`src/rtl/piecewise_linear_table_interpolator_core_defines.svh`:
```
// assertion macros for the table interpolator
`ifndef PIECEWISE_LINEAR_TABLE_INTERPOLATOR_CORE_DEFINES_SVH
`define PIECEWISE_LINEAR_TABLE_INTERPOLATOR_CORE_DEFINES_SVH
`ifndef SYNTH
`define PLTI_ASSERT(lbl, clk, rst_n, prop) \
    lbl: assert property (@(posedge clk) disable iff (!rst_n) prop) \
        else $error("plti assertion failed");
`define PLTI_ASSERT_CLK(lbl, clk, prop) \
    lbl: assert property (@(posedge clk) prop) \
        else $error("plti assertion failed");
`else
`define PLTI_ASSERT(lbl, clk, rst_n, prop)
`define PLTI_ASSERT_CLK(lbl, clk, prop)
`endif
`endif

```
`src/rtl/plti_pkg.sv`:
```
// shared types, constants and helpers of the table interpolator
package plti_pkg;

    localparam int ACT_W    = 2;
    localparam int STAT_W   = 2;
    localparam int POS_W    = 24;
    localparam int VAL_W    = 24;
    localparam int AREA_W   = 40;
    localparam int INTERP_W = 42;
    localparam int WIDE_W   = 52;
    localparam int APROD_W  = 51;
    localparam int MAG_W    = 41;
    localparam int NUM_W    = 25;
    localparam int PROD_W   = 66;
    localparam int Q_W      = 41;

    localparam logic [ACT_W-1:0] ACT_APPEND  = 2'd0;
    localparam logic [ACT_W-1:0] ACT_VALUE   = 2'd1;
    localparam logic [ACT_W-1:0] ACT_AVERAGE = 2'd2;

    localparam logic [STAT_W-1:0] STAT_OK         = 2'd0;
    localparam logic [STAT_W-1:0] STAT_FULL       = 2'd1;
    localparam logic [STAT_W-1:0] STAT_ZERO_WIDTH = 2'd2;

    localparam logic signed [AREA_W-1:0] AREA_MAX = 40'sh7F_FFFF_FFFF;
    localparam logic signed [AREA_W-1:0] AREA_MIN = 40'sh80_0000_0000;

    typedef struct packed {
        logic [POS_W-1:0]         pos;
        logic [VAL_W-1:0]         val;
        logic signed [AREA_W-1:0] area;
    } t_entry;

    typedef struct packed {
        logic                     active;
        logic                     use_area;
        logic                     found;
        logic [POS_W-1:0]         x;
        logic [POS_W-1:0]         lo;
        logic [POS_W-1:0]         hi;
        logic signed [AREA_W-1:0] e0;
        logic signed [AREA_W-1:0] e1;
    } t_rec;

    typedef struct packed {
        logic             start;
        logic [MAG_W-1:0] mag;
        logic [NUM_W-1:0] num;
        logic [NUM_W-1:0] den;
    } t_md_req;

    function automatic logic signed [AREA_W-1:0] sat_area(input logic signed [WIDE_W-1:0] v);
        logic signed [AREA_W-1:0] r;
        if (v > WIDE_W'(AREA_MAX)) begin
            r = AREA_MAX;
        end else if (v < WIDE_W'(AREA_MIN)) begin
            r = AREA_MIN;
        end else begin
            r = v[AREA_W-1:0];
        end
        return r;
    endfunction

endpackage

```
`src/rtl/plti_cell.sv`:
```
// one breakpoint cell: holds an entry and tests the passing query against its segment
module plti_cell import plti_pkg::*; #(
    parameter int          IDX       = 0,
    parameter int          IDX_W     = 8,
    parameter logic [23:0] RESET_VAL = 24'h010000
) (
    input  logic             i_clk,
    input  logic             i_rst_n,
    input  logic             i_wr_en,
    input  logic [IDX_W-1:0] i_wr_idx,
    input  t_entry           i_wr_entry,
    input  t_rec             i_rec,
    input  t_entry           i_next_entry,
    input  logic             i_next_valid,
    output t_rec             o_rec,
    output t_entry           o_entry,
    output logic             o_valid
);

    logic   r_valid;
    t_entry r_entry;
    t_rec   r_rec;
    t_rec   n_rec;
    logic   wr_hit;
    logic signed [AREA_W-1:0] own_e;
    logic signed [AREA_W-1:0] next_e;

    assign wr_hit = i_wr_en && (i_wr_idx == IDX_W'(IDX));

    always_comb begin
        own_e  = i_rec.use_area ? r_entry.area : $signed(AREA_W'(r_entry.val));
        next_e = i_rec.use_area ? i_next_entry.area : $signed(AREA_W'(i_next_entry.val));
        n_rec  = i_rec;
        if (i_rec.active && !i_rec.found && r_valid) begin
            n_rec.e0 = own_e;
            if (i_next_valid && i_rec.x >= r_entry.pos && i_rec.x < i_next_entry.pos) begin
                n_rec.found = 1'b1;
                n_rec.lo    = r_entry.pos;
                n_rec.hi    = i_next_entry.pos;
                n_rec.e1    = next_e;
            end
        end
    end

    always_ff @(posedge i_clk) begin
        if (!i_rst_n) begin
            r_valid <= (IDX == 0);
            r_rec   <= '0;
        end else begin
            r_rec <= n_rec;
            if (wr_hit) begin
                r_valid <= 1'b1;
            end
        end
    end

    always_ff @(posedge i_clk) begin
        if (!i_rst_n && IDX == 0) begin
            r_entry.pos  <= '0;
            r_entry.val  <= RESET_VAL;
            r_entry.area <= '0;
        end else if (wr_hit) begin
            r_entry <= i_wr_entry;
        end
    end

    assign o_rec   = r_rec;
    assign o_entry = r_entry;
    assign o_valid = r_valid;

endmodule

```
`config.mk`:
```
export PLATFORM = sky130hd
export DESIGN_NAME = plti_cell
export DESIGN_NICKNAME = d
export VERILOG_FILES = /design/src/rtl/piecewise_linear_table_interpolator_core_defines.svh /design/src/rtl/plti_pkg.sv /design/src/rtl/plti_cell.sv
export SDC_FILE = /design/constraint.sdc
export NUM_CORES = 1
export LEC_CHECK = 0
export BUFFER_PORTS_ARGS = -buffer_cell sky130_fd_sc_hd__clkbuf_2
export CORE_AREA = 2 2 232 234
export DETAILED_ROUTE_END_ITERATION = 16
export DIE_AREA = 0 0 234 236
export SLEW_MARGIN = 15
export SYNTH_ARGS = -nofsm -noshare
export SYNTH_HDL_FRONTEND = slang
export SYNTH_SLANG_ARGS = --single-unit
```
`constraint.sdc`:
```
create_clock -name i_clk -period 7.7 [get_ports i_clk]
set_input_delay 1.155 -clock i_clk [delete_from_list [all_inputs] [get_ports i_clk]]
set_output_delay 1.155 -clock i_clk [all_outputs]
set_load 0.05 [all_outputs]
```
Word level (Yosys, flattened, before mapping)
Cells that the tools add are included.
W data, S select, Z words.
- magnitude comparators: 2
- multiplexer cells: 7
- reductions and logical operators: 6
- operator list (kind ; number):
    $mux W128 ; 1
    $mux W40 ; 3
    $mux W48 ; 1
    $ge A24 B24 Y1 ; 1
    $lt A24 B24 Y1 ; 1
    $logic_not A8 Y1 ; 1
    $logic_and A1 B1 Y1 ; 4
    $mux W1 ; 2
    $logic_not A1 Y1 ; 1
- register bits after elaboration: 243
- input bits: 343
- output and inout bits: 244
- logic and storage cells: 26

Logic depth before layout (Yosys ltp)
- depth in word-level cells: 5
- gate-level depth with buffers: 12
- depth with buffers taken out: 9

Worst setup path before layout
No wires, ideal clock.
- path kind: input-to-reg
- start: input port i_next_entry[79] (netlist bit)
- end: register r_rec, in the netlist o_rec[152]
- setup time: 115 ps
- data arrival time: 3139 ps
- data required time: 7585 ps
- path slack: 4446 ps
- stages on the path: 12
- path buffers: 3
- cells stage by stage: inv_1 -> ha_1 -> nand4_1 -> nor4_1 -> o221ai_1 -> a311oi_1 -> nor3_2 -> and2_1 -> buf_6 -> buf_6 -> buf_6 -> o21a_1
- cells in the longest elaborated chain, start to end: 4
- ends and longest elaborated chain (what ; RTL line ; text):
    from (decl) ; plti_cell.sv:13 ; input t_entry i_next_entry,
    $lt A24 B24 Y1 ; plti_cell.sv:36 ; if (i_next_valid && i_rec.x >= r_entry.pos && i_rec.x < i_next_entry.pos) begin
    $logic_and A1 B1 Y1 ; plti_cell.sv:36 ;
    $mux W1 ; plti_cell.sv:36 ;
    $mux W1 ; plti_cell.sv:34 ; if (i_rec.active && !i_rec.found && r_valid) begin
    to (signal assigned) ; plti_cell.sv:50 ; r_rec <= n_rec;
    to (decl) ; plti_cell.sv:22 ; t_rec r_rec;
No other way between the ends.
A chain may end at the register's enable or synchronous reset.

Worst setup path after layout
- start: input port i_rec[143] (netlist bit)
- end: register r_rec, in the netlist o_rec[83]
- cells in the longest elaborated chain, start to end: 5
- ends and longest elaborated chain (what ; RTL line ; text):
    from (decl) ; plti_cell.sv:12 ; input t_rec i_rec,
    $ge A24 B24 Y1 ; plti_cell.sv:36 ;
    $logic_and A1 B1 Y1 ; plti_cell.sv:36 ;
    $logic_and A1 B1 Y1 * ; plti_cell.sv:36 ;
    $mux W48 * ; plti_cell.sv:36 ;
    $mux W128 * ; plti_cell.sv:34 ;
Mark *: on every way between the ends. The rest lies on a longest branch, timed or not.

==> summary.txt <==
status - completed
full die area - 55200 um2
post-synthesis area per instance - 8.81 um2
vias in the first global route - 10200
Synth warnings - 0
final core utilization - 28.0%
area of the multi-input gates - 4940 um2
Arrival @ worst endpoint - 4720 ps
Sink Count - 243
worst min path class - reg -> reg
Worst-Margin Slew - 1020 ps
setup_tns - 0 ps
DP HPWL - 31500 um
Synth area leaders - dfxtp_1, nand2_1, mux2i_1, ha_1, a21boi_0
row count - 85
post-synthesis register bit count - 243
max-slew violations - 0
Total GRT Usage - 13.7%
number of flops mapped to enable cells by yosys - 0
period utilization - 55.1%
first-pass GRT wire length - 58100 um
layout cell share with drive strength beyond 1 - 37.6%
Die Span Y - 236 um
post_cts resized - 0
RR Endpoint - o_rec[83]$_SDFF_PN0_
clock buffer depth - 3
CP Launch Type - input pin
Mapped Area - 10300 um2
min-delay src - o_entry[29]$_SDFFE_PN0P_
Hold Path End - o_entry[29]$_SDFFE_PN0P_
r2r startpoint - o_entry[76]$_SDFFE_PN0P_
fillers - 5727
root buf cell - clkbuf_16
unrepaired setup endpoints after global routing - no
Hold Crit Depth - 2
dominant cell type by area after synthesis - dfxtp_1
drt total wl - 40200 um
final setup fails - 0
drt first pass iters - 5
Crit Path Max Fanout - 60
Setup Buffers After CTS - 0
Max-Cap Viols - 0
WS Path Type - in -> reg
Synth top area share - 47.3%
largest net degree at the start of global routing - 99
top-count cell post-synth - nand2_1
final-stage net count - 2104
CTS buffer count - 28
Routed Antenna Nets - 0
clock skew - 10.6 ps
normalized max-slew margin - 31.8%
Layout area overhead - 44.3%
initial core utilization - 19.4%
routed wire length per instance - 16.5 um
core area - 53100 um2
endpoint class of the critical path - flop
Pwr per Cell Area - 215 nW/um2
Vias - 10200
leading cell types by count after synthesis - nand2_1, dfxtp_1, mux2i_1
Register-to-Register Path Depth - 10
Fin. Hold Viols - 0
CTS tree - built
Unique masters post-synth - 35
Post-Syn Instances - 1167
# H-tree levels - 1
prevailing post-synth register cell - dfxtp_1
Die W - 234 um
fin crit period - 4240 ps
initial DRC count - 307
via/cell ratio - 4.18
Hold-fix buffers, CTS - 0
worst-skew pair later-pin latency - 560 ps
GPL Wtd Cong - 0.881
r2r setup slk - 3630 ps
ys async rst share - 0%
Crit path required time - 8180 ps
Clk pin slew, worst setup/hold paths - 60 ps
Pleak - 0.00708 uW
syn nets - 1557
GRT overflow - 0
FMAX - 236 MHz
Post-route DRC - 0
antenna violations before repair - 7
Sequential Area - 4860 um2
IO Pins - 587
maximum VDD drop - 0.145 mV
Port Buffers - 585
register area share after synthesis - 47.3%
[flip-flops by register name, summed over array words and instances (netlist names)]
| signal | cells |
|---|---|
| o_rec | 155 |
| o_entry | 88 |
[layer usage]
metal,part of all wire [%],global-route usage [%],vias up
li1,-,-,4959
met1,41,15.8,4735
met2,47,23.7,421
met3,8.0,3.93,54
met4,3.6,4.91,6
met5,0.10,0,-
[through the flow]
stage	setup slack (ps)	hold WS (ps)	power [uW]	cell area (um2)	instances
3_3_place_gp	2980	469	1850	13900	2380
3_5_place_dp	2840	479	1860	13900	2380
4_1_cts	3440	488	3230	14800	2432
5_1_grt	3260	505	3310	14800	2432
2_1_floorplan	4450	688	1660	10300	1167
6_report	3460	483	3180	14800	2434
[where the power goes]
group          total [uW]  switching, uW  internal (uW)
sequential           1320           17.2           1310
combinational         503            340            163
clock                1360            544            813
[layout by cell type (no fill, tap or decap), types with 2 or more instances in the layout]
master	instances
o211a_1	24
clkbuf_16	29
o21a_1	4
diode_2	2
a21o_1	7
nand2_1	334
clkbuf_1	3
nor4_1	2
buf_4	13
nor2_1	34
nand4_1	9
ha_1	47
mux2i_1	112
clkbuf_8	10
clkbuf_2	583
clkinv_2	8
and2_1	25
o21ai_0	29
nand2b_1	3
dfxtp_1	243
nand3_1	26
a311oi_1	2
a21oi_1	33
a21boi_1	19
o221ai_1	2
nand4b_1	2
inv_1	48
a21boi_0	69
[worst max-delay path by stage]
| stage | start | endpoint | depth (start not counted) | slack [ps] |
|---|---|---|---|---|
| after floorplan | i_next_entry[79] | o_rec[152]$_SDFF_PN0_ | 12 | 4450 |
| after global placement | i_rec[139] | o_rec[80]$_SDFF_PN0_ | 11 | 2980 |
| after detailed placement | i_rec[143] | o_rec[83]$_SDFF_PN0_ | 10 | 2840 |
| after CTS | i_rec[143] | o_rec[83]$_SDFF_PN0_ | 10 | 3440 |
| after global routing | i_rec[143] | o_rec[83]$_SDFF_PN0_ | 10 | 3260 |
| final | i_rec[143] | o_rec[83]$_SDFF_PN0_ | 10 | 3460 |
[layout make-up]
type / instances / area share, %
antenna: 2 / 0.0337
clock buffer: 42 / 5.89
clock inverter: 10 / 0.531
inverter: 48 / 1.21
multi-input combinational: 796 / 33.3
sequential: 243 / 32.8
tap: 696 / 5.87
timing repair buffer: 597 / 20.4
[worst max-delay path: stages]
cell and delay (ps):
clkbuf_2 110, ha_1 320, nand4_1 210, a311oi_1 380
a21oi_1 230, o31ai_4 280, buf_4 330, and2_4 850
buf_4 490, mux2i_1 260
[logic make-up after synthesis]
family / synth area share [%]
flops: 47.3
simple gates: 17.8
buf+inv: 5.01
compound gates: 13.2
other cells: 0.0365
fa+ha+maj: 5.72
mux: 10.9
(Power assumes the default switching activity.)
