[src/rtl/piecewise_linear_table_interpolator_core_defines.svh]
// assertion macros for the table interpolator
`ifndef PIECEWISE_LINEAR_TABLE_INTERPOLATOR_CORE_DEFINES_SVH
`define PIECEWISE_LINEAR_TABLE_INTERPOLATOR_CORE_DEFINES_SVH
`ifndef SYNTH
`define PLTI_ASSERT(lbl, clk, rst_n, prop) \
    lbl: assert property (@(posedge clk) disable iff (!rst_n) prop) \
        else $error("plti assertion failed");
`define PLTI_ASSERT_CLK(lbl, clk, prop) \
    lbl: assert property (@(posedge clk) prop) \
        else $error("plti assertion failed");
`else
`define PLTI_ASSERT(lbl, clk, rst_n, prop)
`define PLTI_ASSERT_CLK(lbl, clk, prop)
`endif
`endif

[src/rtl/plti_pkg.sv]
// shared types, constants and helpers of the table interpolator
package plti_pkg;

    localparam int ACT_W    = 2;
    localparam int STAT_W   = 2;
    localparam int POS_W    = 24;
    localparam int VAL_W    = 24;
    localparam int AREA_W   = 40;
    localparam int INTERP_W = 42;
    localparam int WIDE_W   = 52;
    localparam int APROD_W  = 51;
    localparam int MAG_W    = 41;
    localparam int NUM_W    = 25;
    localparam int PROD_W   = 66;
    localparam int Q_W      = 41;

    localparam logic [ACT_W-1:0] ACT_APPEND  = 2'd0;
    localparam logic [ACT_W-1:0] ACT_VALUE   = 2'd1;
    localparam logic [ACT_W-1:0] ACT_AVERAGE = 2'd2;

    localparam logic [STAT_W-1:0] STAT_OK         = 2'd0;
    localparam logic [STAT_W-1:0] STAT_FULL       = 2'd1;
    localparam logic [STAT_W-1:0] STAT_ZERO_WIDTH = 2'd2;

    localparam logic signed [AREA_W-1:0] AREA_MAX = 40'sh7F_FFFF_FFFF;
    localparam logic signed [AREA_W-1:0] AREA_MIN = 40'sh80_0000_0000;

    typedef struct packed {
        logic [POS_W-1:0]         pos;
        logic [VAL_W-1:0]         val;
        logic signed [AREA_W-1:0] area;
    } t_entry;

    typedef struct packed {
        logic                     active;
        logic                     use_area;
        logic                     found;
        logic [POS_W-1:0]         x;
        logic [POS_W-1:0]         lo;
        logic [POS_W-1:0]         hi;
        logic signed [AREA_W-1:0] e0;
        logic signed [AREA_W-1:0] e1;
    } t_rec;

    typedef struct packed {
        logic             start;
        logic [MAG_W-1:0] mag;
        logic [NUM_W-1:0] num;
        logic [NUM_W-1:0] den;
    } t_md_req;

    function automatic logic signed [AREA_W-1:0] sat_area(input logic signed [WIDE_W-1:0] v);
        logic signed [AREA_W-1:0] r;
        if (v > WIDE_W'(AREA_MAX)) begin
            r = AREA_MAX;
        end else if (v < WIDE_W'(AREA_MIN)) begin
            r = AREA_MIN;
        end else begin
            r = v[AREA_W-1:0];
        end
        return r;
    endfunction

endpackage

[src/rtl/plti_muldiv.sv]
// shift-add multiply then restoring divide: floor(mag * num / den), clamped to 2^40
module plti_muldiv import plti_pkg::*; (
    input  logic           i_clk,
    input  logic           i_rst_n,
    input  t_md_req        i_req,
    output logic           o_done,
    output logic [Q_W-1:0] o_quot
);

    localparam int CNT_W = $clog2(PROD_W + 1);
    localparam logic [1:0] ST_IDLE = 2'd0;
    localparam logic [1:0] ST_MUL  = 2'd1;
    localparam logic [1:0] ST_DIV  = 2'd2;
    localparam logic [1:0] ST_DONE = 2'd3;

    logic [1:0]        r_state;
    logic [CNT_W-1:0]  r_cnt;
    logic [PROD_W-1:0] r_mcand;
    logic [NUM_W-1:0]  r_mplier;
    logic [PROD_W-1:0] r_prod;
    logic [NUM_W-1:0]  r_den;
    logic [NUM_W-1:0]  r_rem;
    logic [PROD_W-1:0] r_quot;
    logic [NUM_W:0]    rem_sh;
    logic              q_bit;

    always_comb begin
        rem_sh = {r_rem, r_prod[PROD_W-1]};
        q_bit  = (rem_sh >= {1'b0, r_den});
    end

    always_ff @(posedge i_clk) begin
        if (!i_rst_n) begin
            r_state <= ST_IDLE;
            r_cnt   <= '0;
        end else begin
            unique case (r_state)
                ST_IDLE: begin
                    if (i_req.start) begin
                        r_state <= ST_MUL;
                        r_cnt   <= '0;
                    end
                end
                ST_MUL: begin
                    if (r_cnt == CNT_W'(NUM_W - 1)) begin
                        r_state <= ST_DIV;
                        r_cnt   <= '0;
                    end else begin
                        r_cnt <= r_cnt + 1'b1;
                    end
                end
                ST_DIV: begin
                    if (r_cnt == CNT_W'(PROD_W - 1)) begin
                        r_state <= ST_DONE;
                    end else begin
                        r_cnt <= r_cnt + 1'b1;
                    end
                end
                default: begin
                    r_state <= ST_IDLE;
                end
            endcase
        end
    end

    always_ff @(posedge i_clk) begin
        if (r_state == ST_IDLE && i_req.start) begin
            r_mcand  <= PROD_W'(i_req.mag);
            r_mplier <= i_req.num;
            r_den    <= i_req.den;
            r_prod   <= '0;
        end else if (r_state == ST_MUL) begin
            if (r_mplier[0]) begin
                r_prod <= r_prod + r_mcand;
            end
            r_mcand  <= {r_mcand[PROD_W-2:0], 1'b0};
            r_mplier <= {1'b0, r_mplier[NUM_W-1:1]};
            r_rem    <= '0;
        end else if (r_state == ST_DIV) begin
            r_rem  <= q_bit ? NUM_W'(rem_sh - {1'b0, r_den}) : rem_sh[NUM_W-1:0];
            r_prod <= {r_prod[PROD_W-2:0], 1'b0};
            r_quot <= {r_quot[PROD_W-2:0], q_bit};
        end
    end

    assign o_done = (r_state == ST_DONE);
    assign o_quot = (|r_quot[PROD_W-1:Q_W-1]) ? {1'b1, {(Q_W-1){1'b0}}} : r_quot[Q_W-1:0];

endmodule

[config.mk]
export PLATFORM = sky130hd
export DESIGN_NAME = plti_muldiv
export DESIGN_NICKNAME = d
export VERILOG_FILES = /design/src/rtl/piecewise_linear_table_interpolator_core_defines.svh /design/src/rtl/plti_pkg.sv /design/src/rtl/plti_muldiv.sv
export SDC_FILE = /design/constraint.sdc
export NUM_CORES = 1
export LEC_CHECK = 0
export BUFFER_PORTS_ARGS = -buffer_cell sky130_fd_sc_hd__buf_2
export CORE_MARGIN = 3
export CORE_UTILIZATION = 50
export CTS_CLUSTER_DIAMETER = 80
export DETAILED_ROUTE_END_ITERATION = 12
export GPL_ROUTABILITY_DRIVEN = 1
export PLACE_DENSITY = 0.69
export SLEW_MARGIN = 5
export SYNTH_ARGS = -nofsm -noshare
export SYNTH_HDL_FRONTEND = slang
export SYNTH_SLANG_ARGS = --single-unit
[constraint.sdc]
create_clock -name i_clk -period 8.5 [get_ports i_clk]
set_input_delay 1.275 -clock i_clk [delete_from_list [all_inputs] [get_ports i_clk]]
set_output_delay 1.275 -clock i_clk [all_outputs]
set_load 0.03 [all_outputs]
[Word level (Yosys, flattened, before mapping)]
Cells that the tools add are included.
Storage, ports and cells
  bits of input ports: 94
  logic and storage cells: 54
  register bits after elaboration: 282
Operators by class
  equality and inequality tests: 10
  multiplexer cells: 18
  magnitude comparators: 1
  reduce and logical (&&, ||, !) cells: 11
  add/sub/neg operators: 3
  bitwise gates (word level): 2
Operator list (count)
  66-bit 2-to-1 mux: 3
  41-bit 2-to-1 mux: 3
  25-bit 2-to-1 mux: 4
  66-bit adder: 1
  26-bit by 25-bit greater-or-equal comparator with 1-bit output: 1
  26-bit OR reduction: 1
  25-bit subtractor: 1
  7-bit 2-to-1 mux: 3
  7-bit case mux with 3 select lines: 1
  2-bit inequality test (second input constant): 5
  3-bit AND reduction: 3
  7-bit by 1-bit adder with 7-bit output (second input constant): 1
  7-bit by 5-bit == test with 1-bit output (second input constant): 1
  7-bit == test (second input constant): 1
  2-bit 2-to-1 mux: 3
  2-bit case mux with 3 select lines: 1
  2-bit == test (second input constant): 2
  2-bit AND reduction: 2
  2-bit nonzero test: 2
  3-bit nonzero test: 1
  2-bit by 1-bit == test with 1-bit output (second input constant): 1
  2-bit logical NOT: 1
  1-bit NOT: 2
  1-bit logical AND: 1

[Logic depth before layout (Yosys ltp)]
Gate-level depths: netlist of run 1.
  word-level depth: 4
  gate-level depth with buffers: 15
  depth with buffers taken out: 14

[Worst setup path after synthesis of run 1]
OpenSTA, ideal clock, no wires.
  path type: input to register
  start point: in i_req[91] (netlist name)
  end point: reg r_mcand[0] (enable)
  data arrival time: 3.146 ns
  stages on the path: 3
  setup slack: 4.919 ns
  path buffers: 1
  cells stage by stage: nand2_1 -> clkbuf_1 -> nand2b_1
On the way
  longest elaborated chain between the ends: 2
RTL lines
  from (decl): line plti_muldiv.sv:5  | input t_md_req i_req,
  1-bit logical AND: line plti_muldiv.sv:67  | if (r_state == ST_IDLE && i_req.start) begin
  2-bit nonzero test (no source line)
  to (signal assigned): line plti_muldiv.sv:68  | r_mcand <= PROD_W'(i_req.mag);
  to (signal assigned): line plti_muldiv.sv:76  | r_mcand <= {r_mcand[PROD_W-2:0], 1'b0};
  to (decl): line plti_muldiv.sv:18  | logic [PROD_W-1:0] r_mcand;
No other way between the ends.
A chain may end at the register's enable or synchronous reset.

[Final worst setup path of run 1]
  start point: reg r_prod[65]
  end point: reg r_rem[17], data pin
On the way
  longest elaborated chain between the ends: 3
RTL lines
  from (decl): line plti_muldiv.sv:20  | logic [PROD_W-1:0] r_prod;
  from (signal assigned): line plti_muldiv.sv:74  | r_prod <= r_prod + r_mcand;
  from (signal assigned): line plti_muldiv.sv:81  | r_prod <= {r_prod[PROD_W-2:0], 1'b0};
  25-bit subtractor / 26-bit by 25-bit greater-or-equal comparator with 1-bit output (equally long branches): line plti_muldiv.sv:80, plti_muldiv.sv:29
  25-bit 2-to-1 mux (*): line plti_muldiv.sv:80  | r_rem <= q_bit ? NUM_W'(rem_sh - {1'b0, r_den}) : rem_sh[NUM_W-1:0];
  25-bit 2-to-1 mux (*): line plti_muldiv.sv:79  | end else if (r_state == ST_DIV) begin
  to (signal assigned): line plti_muldiv.sv:80
  to (decl): line plti_muldiv.sv:22  | logic [NUM_W-1:0] r_rem;
Mark *: on every way between the ends. The rest lies on a longest branch, timed or not. The select of a mux whose other input is x is not followed.

==> metrics.csv, run 1 <==
stage,metric,value,unit
synth,ys flop type,edfxtp_1,
clocking,CTS root buf,clkbuf_16,
clocking,Post-CTS Setup Repair Bufs,0,
floorplanning,die area,34800,um2
clocking,Clock Tree Buf Depth,3,
sta,Final WS setup,4.86,ns
detailed_routing,number of remaining DRC errors,0,
cells_and_area,Storage cell area,7470,um2
sta,crit share post-route,42.8,%
floorplanning,Site Rows,65,
critical_path,WP buf/inv,2,
sta,Final Skew,0.0105,ns
global_route,vias in the first global route,12500,
critical_path,CP max stage cell,inv_2,
global_route,initial antenna violation count,0,
outcome,outcome,completed,
floorplanning,Die Span X,187,um
synth,Mapped Area,16300,um2
place,HPWL Detailed,25900,um
critical_path,crit path DAT,3.93,ns
critical_path,crit-path max cell delay,0.52,ns
critical_path,Critical Path RT,8.79,ns
cells_and_area,fill cell count,2888,
sta,final hold vios,0,
sta,RSZ-0062 raised after global routing,false,
detailed_routing,vias per std cell,5.69,
detailed_routing,via count,13200,
sta,fin crit period,3.64,ns
sta,worst slew pin tran,1.21,ns
synth,"FFs w/ async S/R, synth",0,%
sta,Slew headroom,19.0,%
critical_path,CP Launch Type,flop,
cells_and_area,Final nets,2046,
clocking,worst-skew pair later-pin latency,0.57,ns
sta,Slew Limit Fails,0,
cells_and_area,"most common cell after layout, fill and taps aside",nand2_1,
hold_path,hold crit path type,flop to flop,
synth,post-synth cell types,69,
synth,Cells after Synth,1770,
critical_path,crit path kind,flop to flop,
synth,"EDFF count, synth",182,
floorplanning,initial cell density of the core,51.2,%
critical_path,CP Capture Type,flop,
cells_and_area,n_diodes,0,
synth,Mapped Nets,1964,
power_and_ir_drop,"Power, Total",0.00705,W
clocking,CTS buffer count,31,
global_route,first-pass GRT wire length,62900,um
floorplanning,top-level I/O count,136,
synth,Avg Synthesized Cell Area,9.22,um2
place,buffers added on ports,135,
critical_path,"critical path, cell by cell","inv_1, ha_1, fa_1, nor2b_1, o31a_1, o31ai_1, a21oi_1, nand3b_4, and2_1, nand2_1, a32o_1, inv_2, mux2i_1, nor2_1",
power_and_ir_drop,leakage power,7.67,nW
clocking,# resized after CTS,0,
detailed_routing,DRT Wirelength,38100,um
sta,FMAX,275,MHz
detailed_routing,post-route ant nets,0,
global_route,GR Overflow Total,0,
detailed_routing,drt wl/cell,16.5,um
synth,synthesis-stage register bit count,282,
flow_run,max cap viols,0,
detailed_routing,drt first pass iters,5,
clocking,"CTS clk-pin slew, worst paths",0.06,ns
sta,Post-Route Setup TNS,0,ns
clocking,CTS tree,built,
power_and_ir_drop,Worst VDD drop,0.228,mV
cells_and_area,most frequent cells in the layout,"nand2_1, edfxtp_1, a21oi_1",
sta,Finish-stage setup viols,0,
clocking,H-tree depth,1,
floorplanning,die height,187,um
cells_and_area,area of the multi-input gates,8290,um2
synth,"Seq/Total Area, Yosys",45.7,%
critical_path,CP top delay family,compound AO/OA/AOI/OAI gates,
place,Post-Place Worst Slack,4.88,ns
clocking,clock sinks,282,
clocking,CTS Hold Buffers Added,0,
cells_and_area,layout overhead on the synthesized area,12.2,%
power_and_ir_drop,power per cell area,385,nW/um2
synth,Ys Warns,0,
global_route,Overall Global Routing Usage,21.1,%
cells_and_area,share of cells above drive strength 1,11.7,%
critical_path,CP Max Fanout,26,
floorplanning,core area,31900,um2
detailed_routing,initial drt markers,1041,
place,gp weighted congestion,0.937,
global_route,largest net degree at the start of global routing,106,
report_power, final:
part,switching [W],internal (W),total [W]
Clock,0.000556,0.000824,0.00138
Sequential,0.000287,0.00211,0.00239
Combinational,0.00206,0.00122,0.00328
sequential cells by signal, indices dropped and copies added (netlist names):
register / cells
r_cnt: 7
r_den: 25
r_mcand: 66
r_mplier: 25
r_prod: 66
r_quot: 66
r_rem: 25
r_state: 2
metal layers:
layer / global-route usage (%) / part of all wire [%] / routed length (um) / vias up
met5: 0 / 0 / 0 / -
met4: 5.29 / 2.2 / 827 / 0
met3: 3.53 / 6.2 / 2380 / 70
met2: 34.3 / 45 / 17300 / 422
met1: 29.5 / 46 / 17600 / 6167
li1: - / - / - / 6493
final cells by class:
| type | count | area share, % |
|---|---|---|
| multi-input cells | 1332 | 45.3 |
| flip-flops and latches | 282 | 40.8 |
| clock buffers | 40 | 4.64 |
| repair buffers | 142 | 3.98 |
| well taps | 435 | 2.97 |
| inverters | 63 | 1.32 |
| clock inverters | 18 | 1.08 |
worst paths after layout:
check                                 from         end  slack, ns  depth (start not counted)
worst min register to register  r_quot[35]  r_quot[36]       0.44                          0
worst min-delay path            r_quot[35]  r_quot[36]       0.44                          0
worst max register to register  r_prod[65]   r_rem[17]       4.86                         14
worst max-delay path            r_prod[65]   r_rem[17]       4.86                         14
synth_stat cells (45+ instances only):
master	count	share of area [%]
nand2_1	340	7.8
edfxtp_1	182	33
a21oi_1	157	4.8
nor2_1	136	3.1
dfxtp_1	100	12
ha_1	98	7.5
o21ai_0	71	2.2
clkbuf_1	65	1.5
inv_1	62	1.4
xnor2_1	53	2.8
mux2i_1	50	3.1
a21o_1	46	2.1
and2_1	45	1.7
through the flow:
step / cell area, um2 / utilization (%) / hold slack (ns) / cells
after floorplan: 16300 / - / 0.417 / 1770
after global placement: 17300 / 54.2 / 0.425 / 2254
after detailed placement: 17300 / 54.2 / 0.425 / 2254
after CTS: 18300 / 57.5 / 0.440 / 2312
after global routing: 18300 / 57.5 / 0.447 / 2312
final: 18300 / 57.5 / 0.437 / 2312
cell families (layout without fill, tap and decap cells):
logic type	count (synthesis)	after routing	synth area share, %
simple gates	656	656	17.9
compound gates	438	438	17.0
flops	282	282	45.7
buf+inv	156	263	3.75
fa+ha+maj	100	100	7.76
xor+xnor	86	86	4.61
mux	52	52	3.20
Note: power is estimated with default switching activity, not from simulation.
==> inputs of run 2 (changes only) <==
--- a/config.mk
+++ b/config.mk
@@ -11,7 +11,7 @@
 export CTS_CLUSTER_DIAMETER = 80
 export DETAILED_ROUTE_END_ITERATION = 12
 export GPL_ROUTABILITY_DRIVEN = 1
-export PLACE_DENSITY = 0.69
+export PLACE_DENSITY = 0.71
 export SLEW_MARGIN = 5
 export SYNTH_ARGS = -nofsm -noshare
 export SYNTH_HDL_FRONTEND = slang
==> constraint.sdc (replaced) <==
create_clock -name i_clk -period 3.2 [get_ports i_clk]
set_input_delay 0.48 -clock i_clk [delete_from_list [all_inputs] [get_ports i_clk]]
set_output_delay 0.48 -clock i_clk [all_outputs]
set_load 0.03 [all_outputs]
==> run 2 against run 1 <==
Critical path depth is 1 lower. Clock-buffer cell count is 2 lower. Clock skew is 0.0012 ns higher. Sequential share of layout area is 1.2 points lower. Wire length is 0.31% lower. Combinational power grew to 2.9 times the previous value. First-iteration DRC count is 22% lower. Non-clock buffer count is 45 higher. Utilization is 1.7 points higher. Largest power group unchanged. Design area is 2.9% higher. Clock power grew to 2.7 times the previous value. Die area stayed put.
==> metrics.csv, run 2 (same netlist as run 1, synthesis figures left out) <==
stage,metric,value,unit
cells_and_area,layout overhead on the synthesized area,15.5,%
floorplanning,Site Rows,65,
floorplanning,core area,31900,um2
power_and_ir_drop,Worst VDD drop,0.562,mV
detailed_routing,drt wl/cell,16.1,um
sta,Slew Limit Fails,0,
sta,final hold vios,0,
sta,RSZ-0062 raised after global routing,true,
clocking,clock sinks,282,
hold_path,hold crit path type,input port to flop,
detailed_routing,initial drt markers,814,
critical_path,crit path DAT,3.64,ns
global_route,largest net degree at the start of global routing,70,
sta,Finish-stage setup viols,0,
power_and_ir_drop,power per cell area,1030,nW/um2
place,Post-Place Worst Slack,-0.160,ns
cells_and_area,share of cells above drive strength 1,14.8,%
critical_path,CP Launch Type,flop,
clocking,CTS tree,built,
cells_and_area,Top Registers,"r_mcand: 66 flops, r_prod: 66 flops, r_quot: 66 flops",
global_route,Overall Global Routing Usage,21.0,%
critical_path,Worst R2R Setup Slack,0.01,ns
critical_path,CP Max Fanout,4,
global_route,vias in the first global route,12800,
sta,fin crit period,3.19,ns
clocking,CTS buffer count,31,
cells_and_area,Final nets,2091,
cells_and_area,fill cell count,2787,
critical_path,R2R Path Start,r_mcand[0],
global_route,initial antenna violation count,0,
place,gp weighted congestion,0.941,
critical_path,Critical Path RT,3.65,ns
global_route,GR Overflow Total,0,
detailed_routing,number of remaining DRC errors,0,
flow_run,max cap viols,0,
sta,Slew headroom,41.9,%
detailed_routing,post-route ant nets,0,
clocking,CTS Hold Buffers Added,0,
clocking,worst-skew pair later-pin latency,0.56,ns
sta,FMAX,314,MHz
floorplanning,top-level I/O count,136,
sta,Final WS setup,0.0112,ns
critical_path,crit path kind,flop to flop,
detailed_routing,DRT Wirelength,38000,um
detailed_routing,vias per std cell,5.60,
cells_and_area,"most common cell after layout, fill and taps aside",nand2_1,
floorplanning,die area,34800,um2
cells_and_area,n_diodes,0,
outcome,outcome,completed,
clocking,CTS root buf,clkbuf_16,
sta,worst slew pin tran,0.872,ns
critical_path,Critical Path Start,r_mcand[0],
clocking,"CTS clk-pin slew, worst paths",0.06,ns
global_route,first-pass GRT wire length,62800,um
floorplanning,Die Span X,187,um
sta,crit share post-route,99.7,%
floorplanning,die height,187,um
cells_and_area,most frequent cells in the layout,"nand2_1, edfxtp_1, a21oi_1",
place,HPWL Detailed,26500,um
critical_path,CP Capture Type,flop,
critical_path,reg2reg path depth,13,
sta,Hold WS,0.0937,ns
detailed_routing,drt first pass iters,5,
power_and_ir_drop,leakage power,7.96,nW
critical_path,end of the critical path,r_prod[48],
clocking,H-tree depth,1,
critical_path,RR Endpoint,r_prod[48],
place,buffers added on ports,135,
floorplanning,initial cell density of the core,51.2,%
detailed_routing,via count,13200,
sta,Final Skew,0.0117,ns
clocking,Clock Tree Buf Depth,3,
## run 2: cell types whose count changed in the layout (fill, tap and decap cells not counted), sizes merged
cell	before	now
clkinvlp	2	1
buf	142	187
bufinv	4	6
inv	64	65
clkbuf	40	38
clkinv	11	10
## run 2: layout make-up
type,count,area (um2),share of cell area [%]
sequential,282,7470,39.6
tap,435,544,2.89
timing repair buffer,187,1110,5.87
clock buffer,38,812,4.31
clock inverter,19,256,1.36
multi-input combinational,1332,8420,44.7
inverter,63,244,1.29
## run 2: critical path: stages, from the launching register on
cell and delay, ns:
edfxtp_1 0.39, ha_2 0.21, fa_2 0.37, a211oi_2 0.24, o21ai_1 0.10, a21o_1 0.19
a21oi_2 0.22, o21ai_2 0.08, a311o_1 0.32, a211o_4 0.41, buf_6 0.14, xnor2_2 0.12
a21oi_1 0.09, a21o_1 0.19
## run 2: where the power goes
part           internal [W]  leakage, nW  switching [W]
sequential          0.00558         2.49       0.000759
combinational       0.00375         4.95        0.00566
clock               0.00229        0.522        0.00146
## run 2: worst min path at each step
stage                     from          to  slack [ns]  depth (start not counted)
global route         i_req[18]   r_den[18]        0.08                          1
global placement    r_quot[26]  r_quot[27]        0.42                          0
floorplan            r_quot[9]  r_quot[10]        0.42                          0
CTS                  i_req[20]   r_den[20]        0.07                          1
detailed placement  r_quot[33]  r_quot[34]        0.42                          0
finish               i_req[16]   r_den[16]        0.09                          1
## run 2: through the flow
stage / area, um2 / TNS [ns] / power [W] / std cells / utilization [%]
6_report: 18900 / 0 / 0.0195 / 2356 / 59.1
3_5_place_dp: 17600 / -0.497 / 0.0154 / 2291 / 55.1
3_3_place_gp: 17600 / -0.296 / 0.0152 / 2291 / 55.1
4_1_cts: 18700 / -0.0307 / 0.0193 / 2350 / 58.6
2_1_floorplan: 16300 / 0 / 0.0130 / 1770 / -
5_1_grt: 18900 / -0.588 / 0.0210 / 2356 / 59.1
## run 2: repair_timing
| item | in CTS | in global routing |
|---|---|---|
| setup buffers | 2 | 6 |
| resized for setup | 5 | 26 |
| pin swaps | 5 | 8 |
| setup endpoints to repair | 11 | 38 |
## run 2: per-layer routing
| metal | wire [um] | up-vias | global-route usage, % |
|---|---|---|---|
| met3 | 1760 | 61 | 2.50 |
| met2 | 17200 | 356 | 34.5 |
| met1 | 18200 | 6184 | 29.8 |
| met5 | 0 | - | 0 |
| li1 | - | 6588 | - |
| met4 | 845 | 0 | 5.38 |
==> inputs of run 3 (changes only) <==
--- a/config.mk
+++ b/config.mk
@@ -11,6 +11,7 @@
 export CTS_CLUSTER_DIAMETER = 80
 export DETAILED_ROUTE_END_ITERATION = 12
 export GPL_ROUTABILITY_DRIVEN = 1
+export MAX_ROUTING_LAYER = met4
 export PLACE_DENSITY = 0.71
 export SLEW_MARGIN = 5
 export SYNTH_ARGS = -nofsm -noshare
==> run 3 against run 2 <==
Die area is the same. Non-clock buffer count shrank 6. Largest cell class unchanged. Sequential share of layout area shrank 0.16 points. Combinational power is essentially flat. Utilization grew 0.24 points.
==> metrics.csv, run 3 (same netlist as run 1, synthesis figures left out) <==
stage,metric,value,unit
detailed_routing,drt wl/cell,16.4,um
global_route,initial antenna violation count,0,
power_and_ir_drop,Pint,0.0119,W
power_and_ir_drop,sw frac,40.1,%
cells_and_area,n_diodes,0,
clocking,CTS Hold Buffers Added,0,
detailed_routing,number of remaining DRC errors,0,
sta,worst slew pin tran,0.891,ns
cells_and_area,area of the multi-input gates,8400,um2
critical_path,WP buf/inv,0,
critical_path,crit path kind,flop to flop,
global_route,GR Overflow Total,0,
critical_path,Critical Path Start,r_mcand[0],
sta,FMAX,320,MHz
power_and_ir_drop,clock power share,20.7,%
clocking,worst-skew pair later-pin latency,0.52,ns
detailed_routing,vias per std cell,5.65,
cells_and_area,Finished Cell Area,18900,um2
global_route,first-pass GRT wire length,63700,um
clocking,CTS root buf,clkbuf_16,
floorplanning,Site Rows,65,
critical_path,CP max stage cell,a211o_4,
sta,Slew headroom,40.6,%
cells_and_area,most frequent cells in the layout,"nand2_1, edfxtp_1, a21oi_1",
place,"Cell Area, Placed",17500,um2
critical_path,R2R Path Start,r_mcand[0],
floorplanning,core area,31900,um2
cells_and_area,fill cell count,2780,
cells_and_area,"most common cell after layout, fill and taps aside",nand2_1,
clocking,"CTS clk-pin slew, worst paths",0.06,ns
sta,Slew Limit Fails,0,
sta,Hold WS,0.130,ns
place,HPWL Detailed,26700,um
clocking,clock sinks,282,
place,gp weighted congestion,0.939,
critical_path,Worst R2R Setup Slack,0.08,ns
power_and_ir_drop,power per cell area,1050,nW/um2
clocking,CTS tree,built,
detailed_routing,initial drt markers,828,
critical_path,Critical Path RT,3.56,ns
place,buffers added on ports,135,
clocking,H-tree depth,2,
sta,Finish-stage setup viols,0,
sta,fin crit period,3.12,ns
power_and_ir_drop,Seq pwr share,31.9,%
hold_path,hold path start,i_req[16],
detailed_routing,via count,13300,
global_route,Overall Global Routing Usage,22.0,%
clocking,Clock Tree Buf Depth,3,
power_and_ir_drop,switching power,0.00795,W
floorplanning,die area,34800,um2
critical_path,CP Max Fanout,4,
cells_and_area,Storage cell area,7470,um2
power_and_ir_drop,Comb pwr share,47.4,%
sta,final hold vios,0,
floorplanning,top-level I/O count,136,
hold_path,hold crit path type,input port to flop,
floorplanning,die height,187,um
detailed_routing,DRT Wirelength,38500,um
global_route,vias in the first global route,12900,
critical_path,crit-path max cell delay,0.40,ns
clocking,CTS buffer count,34,
sta,crit share post-route,97.6,%
cells_and_area,share of cells above drive strength 1,14.8,%
detailed_routing,post-route ant nets,0,
detailed_routing,drt first pass iters,5,
cells_and_area,layout overhead on the synthesized area,16.0,%
floorplanning,Die Span X,187,um
global_route,largest net degree at the start of global routing,70,
critical_path,CP top delay family,compound AO/OA/AOI/OAI gates,
critical_path,"critical path, cell by cell","ha_2, fa_2, a211oi_2, o21ai_1, a21o_1, a21oi_2, o21ai_2, a311o_1, a211o_4, a21boi_2, mux2i_1, o211ai_1",
outcome,outcome,completed,
floorplanning,initial cell density of the core,51.2,%
cells_and_area,Final nets,2088,
critical_path,CP Launch Type,flop,
cells_and_area,Top Registers,"r_mcand: 66 flops, r_prod: 66 flops, r_quot: 66 flops",
power_and_ir_drop,Worst VDD drop,0.896,mV
critical_path,CP Capture Type,flop,
flow_run,max cap viols,0,
power_and_ir_drop,leakage power,7.96,nW
sta,Final Skew,0.0236,ns
sta,RSZ-0062 raised after global routing,true,
critical_path,crit path DAT,3.48,ns
[run 3: cell types whose count changed in the layout (fill, tap and decap cells not counted), moves of 3 or more]
cell,change
ha_2,+3
clkbuf_8,+3
clkinv_1,-3
buf_4,-7
clkbuf_16,+4
[run 3: per-layer routing]
layer | up-vias | track usage [%] | routed length [um]
met1 | 6254 | 29.3 | 17800
met4 | 0 | 6.43 | 995
met3 | 79 | 3.42 | 2120
met5 | - | - | 0
li1 | 6581 | - | -
met2 | 390 | 35.1 | 17600
[run 3: worst paths after layout]
kind | endpoint | cells after the start
setup / recovery | r_prod[52] | 12
hold / removal | r_den[16] | 1
hold reg to reg | r_quot[19] | 0
setup reg to reg | r_prod[52] | 12
[run 3: power groups by stage]
stage	registers (W)	clock network, W	logic [W]
finish	0.00633	0.00411	0.00940
detailed placement	0.00636	0	0.00903
global placement	0.00633	0	0.00885
floorplan	0.00610	0	0.00695
global route	0.00647	0.00434	0.0105
CTS	0.00631	0.00420	0.00910
[run 3: layout make-up]
type	count	share of cell area, %
Clock buffer	46	5.06
Tap cell	435	2.88
Timing Repair Buffer	181	5.68
Sequential cell	282	39.4
Multi-Input combinational cell	1332	44.4
Clock inverter	15	1.28
Inverter	63	1.29
[run 3: what timing repair did]
item / 4_1_cts / 5_1_grt
gates resized for setup: 4 / 27
pin swaps: 4 / 9
buffers inserted: 0 / 8
setup endpoints to repair: 6 / 41
[run 3: per-stage QoR]
stage	power (W)	setup WS (ns)	setup TNS, ns	std cells	utilization, %
final	0.0198	0.0759	0	2354	59.4
after CTS	0.0196	0.00299	0	2346	58.8
after global placement	0.0152	-0.108	-0.138	2285	55.0
after detailed placement	0.0154	-0.136	-0.230	2285	55.0
after global routing	0.0213	-0.0538	-0.0861	2354	59.4
after floorplan	0.0130	0.184	0	1770	-
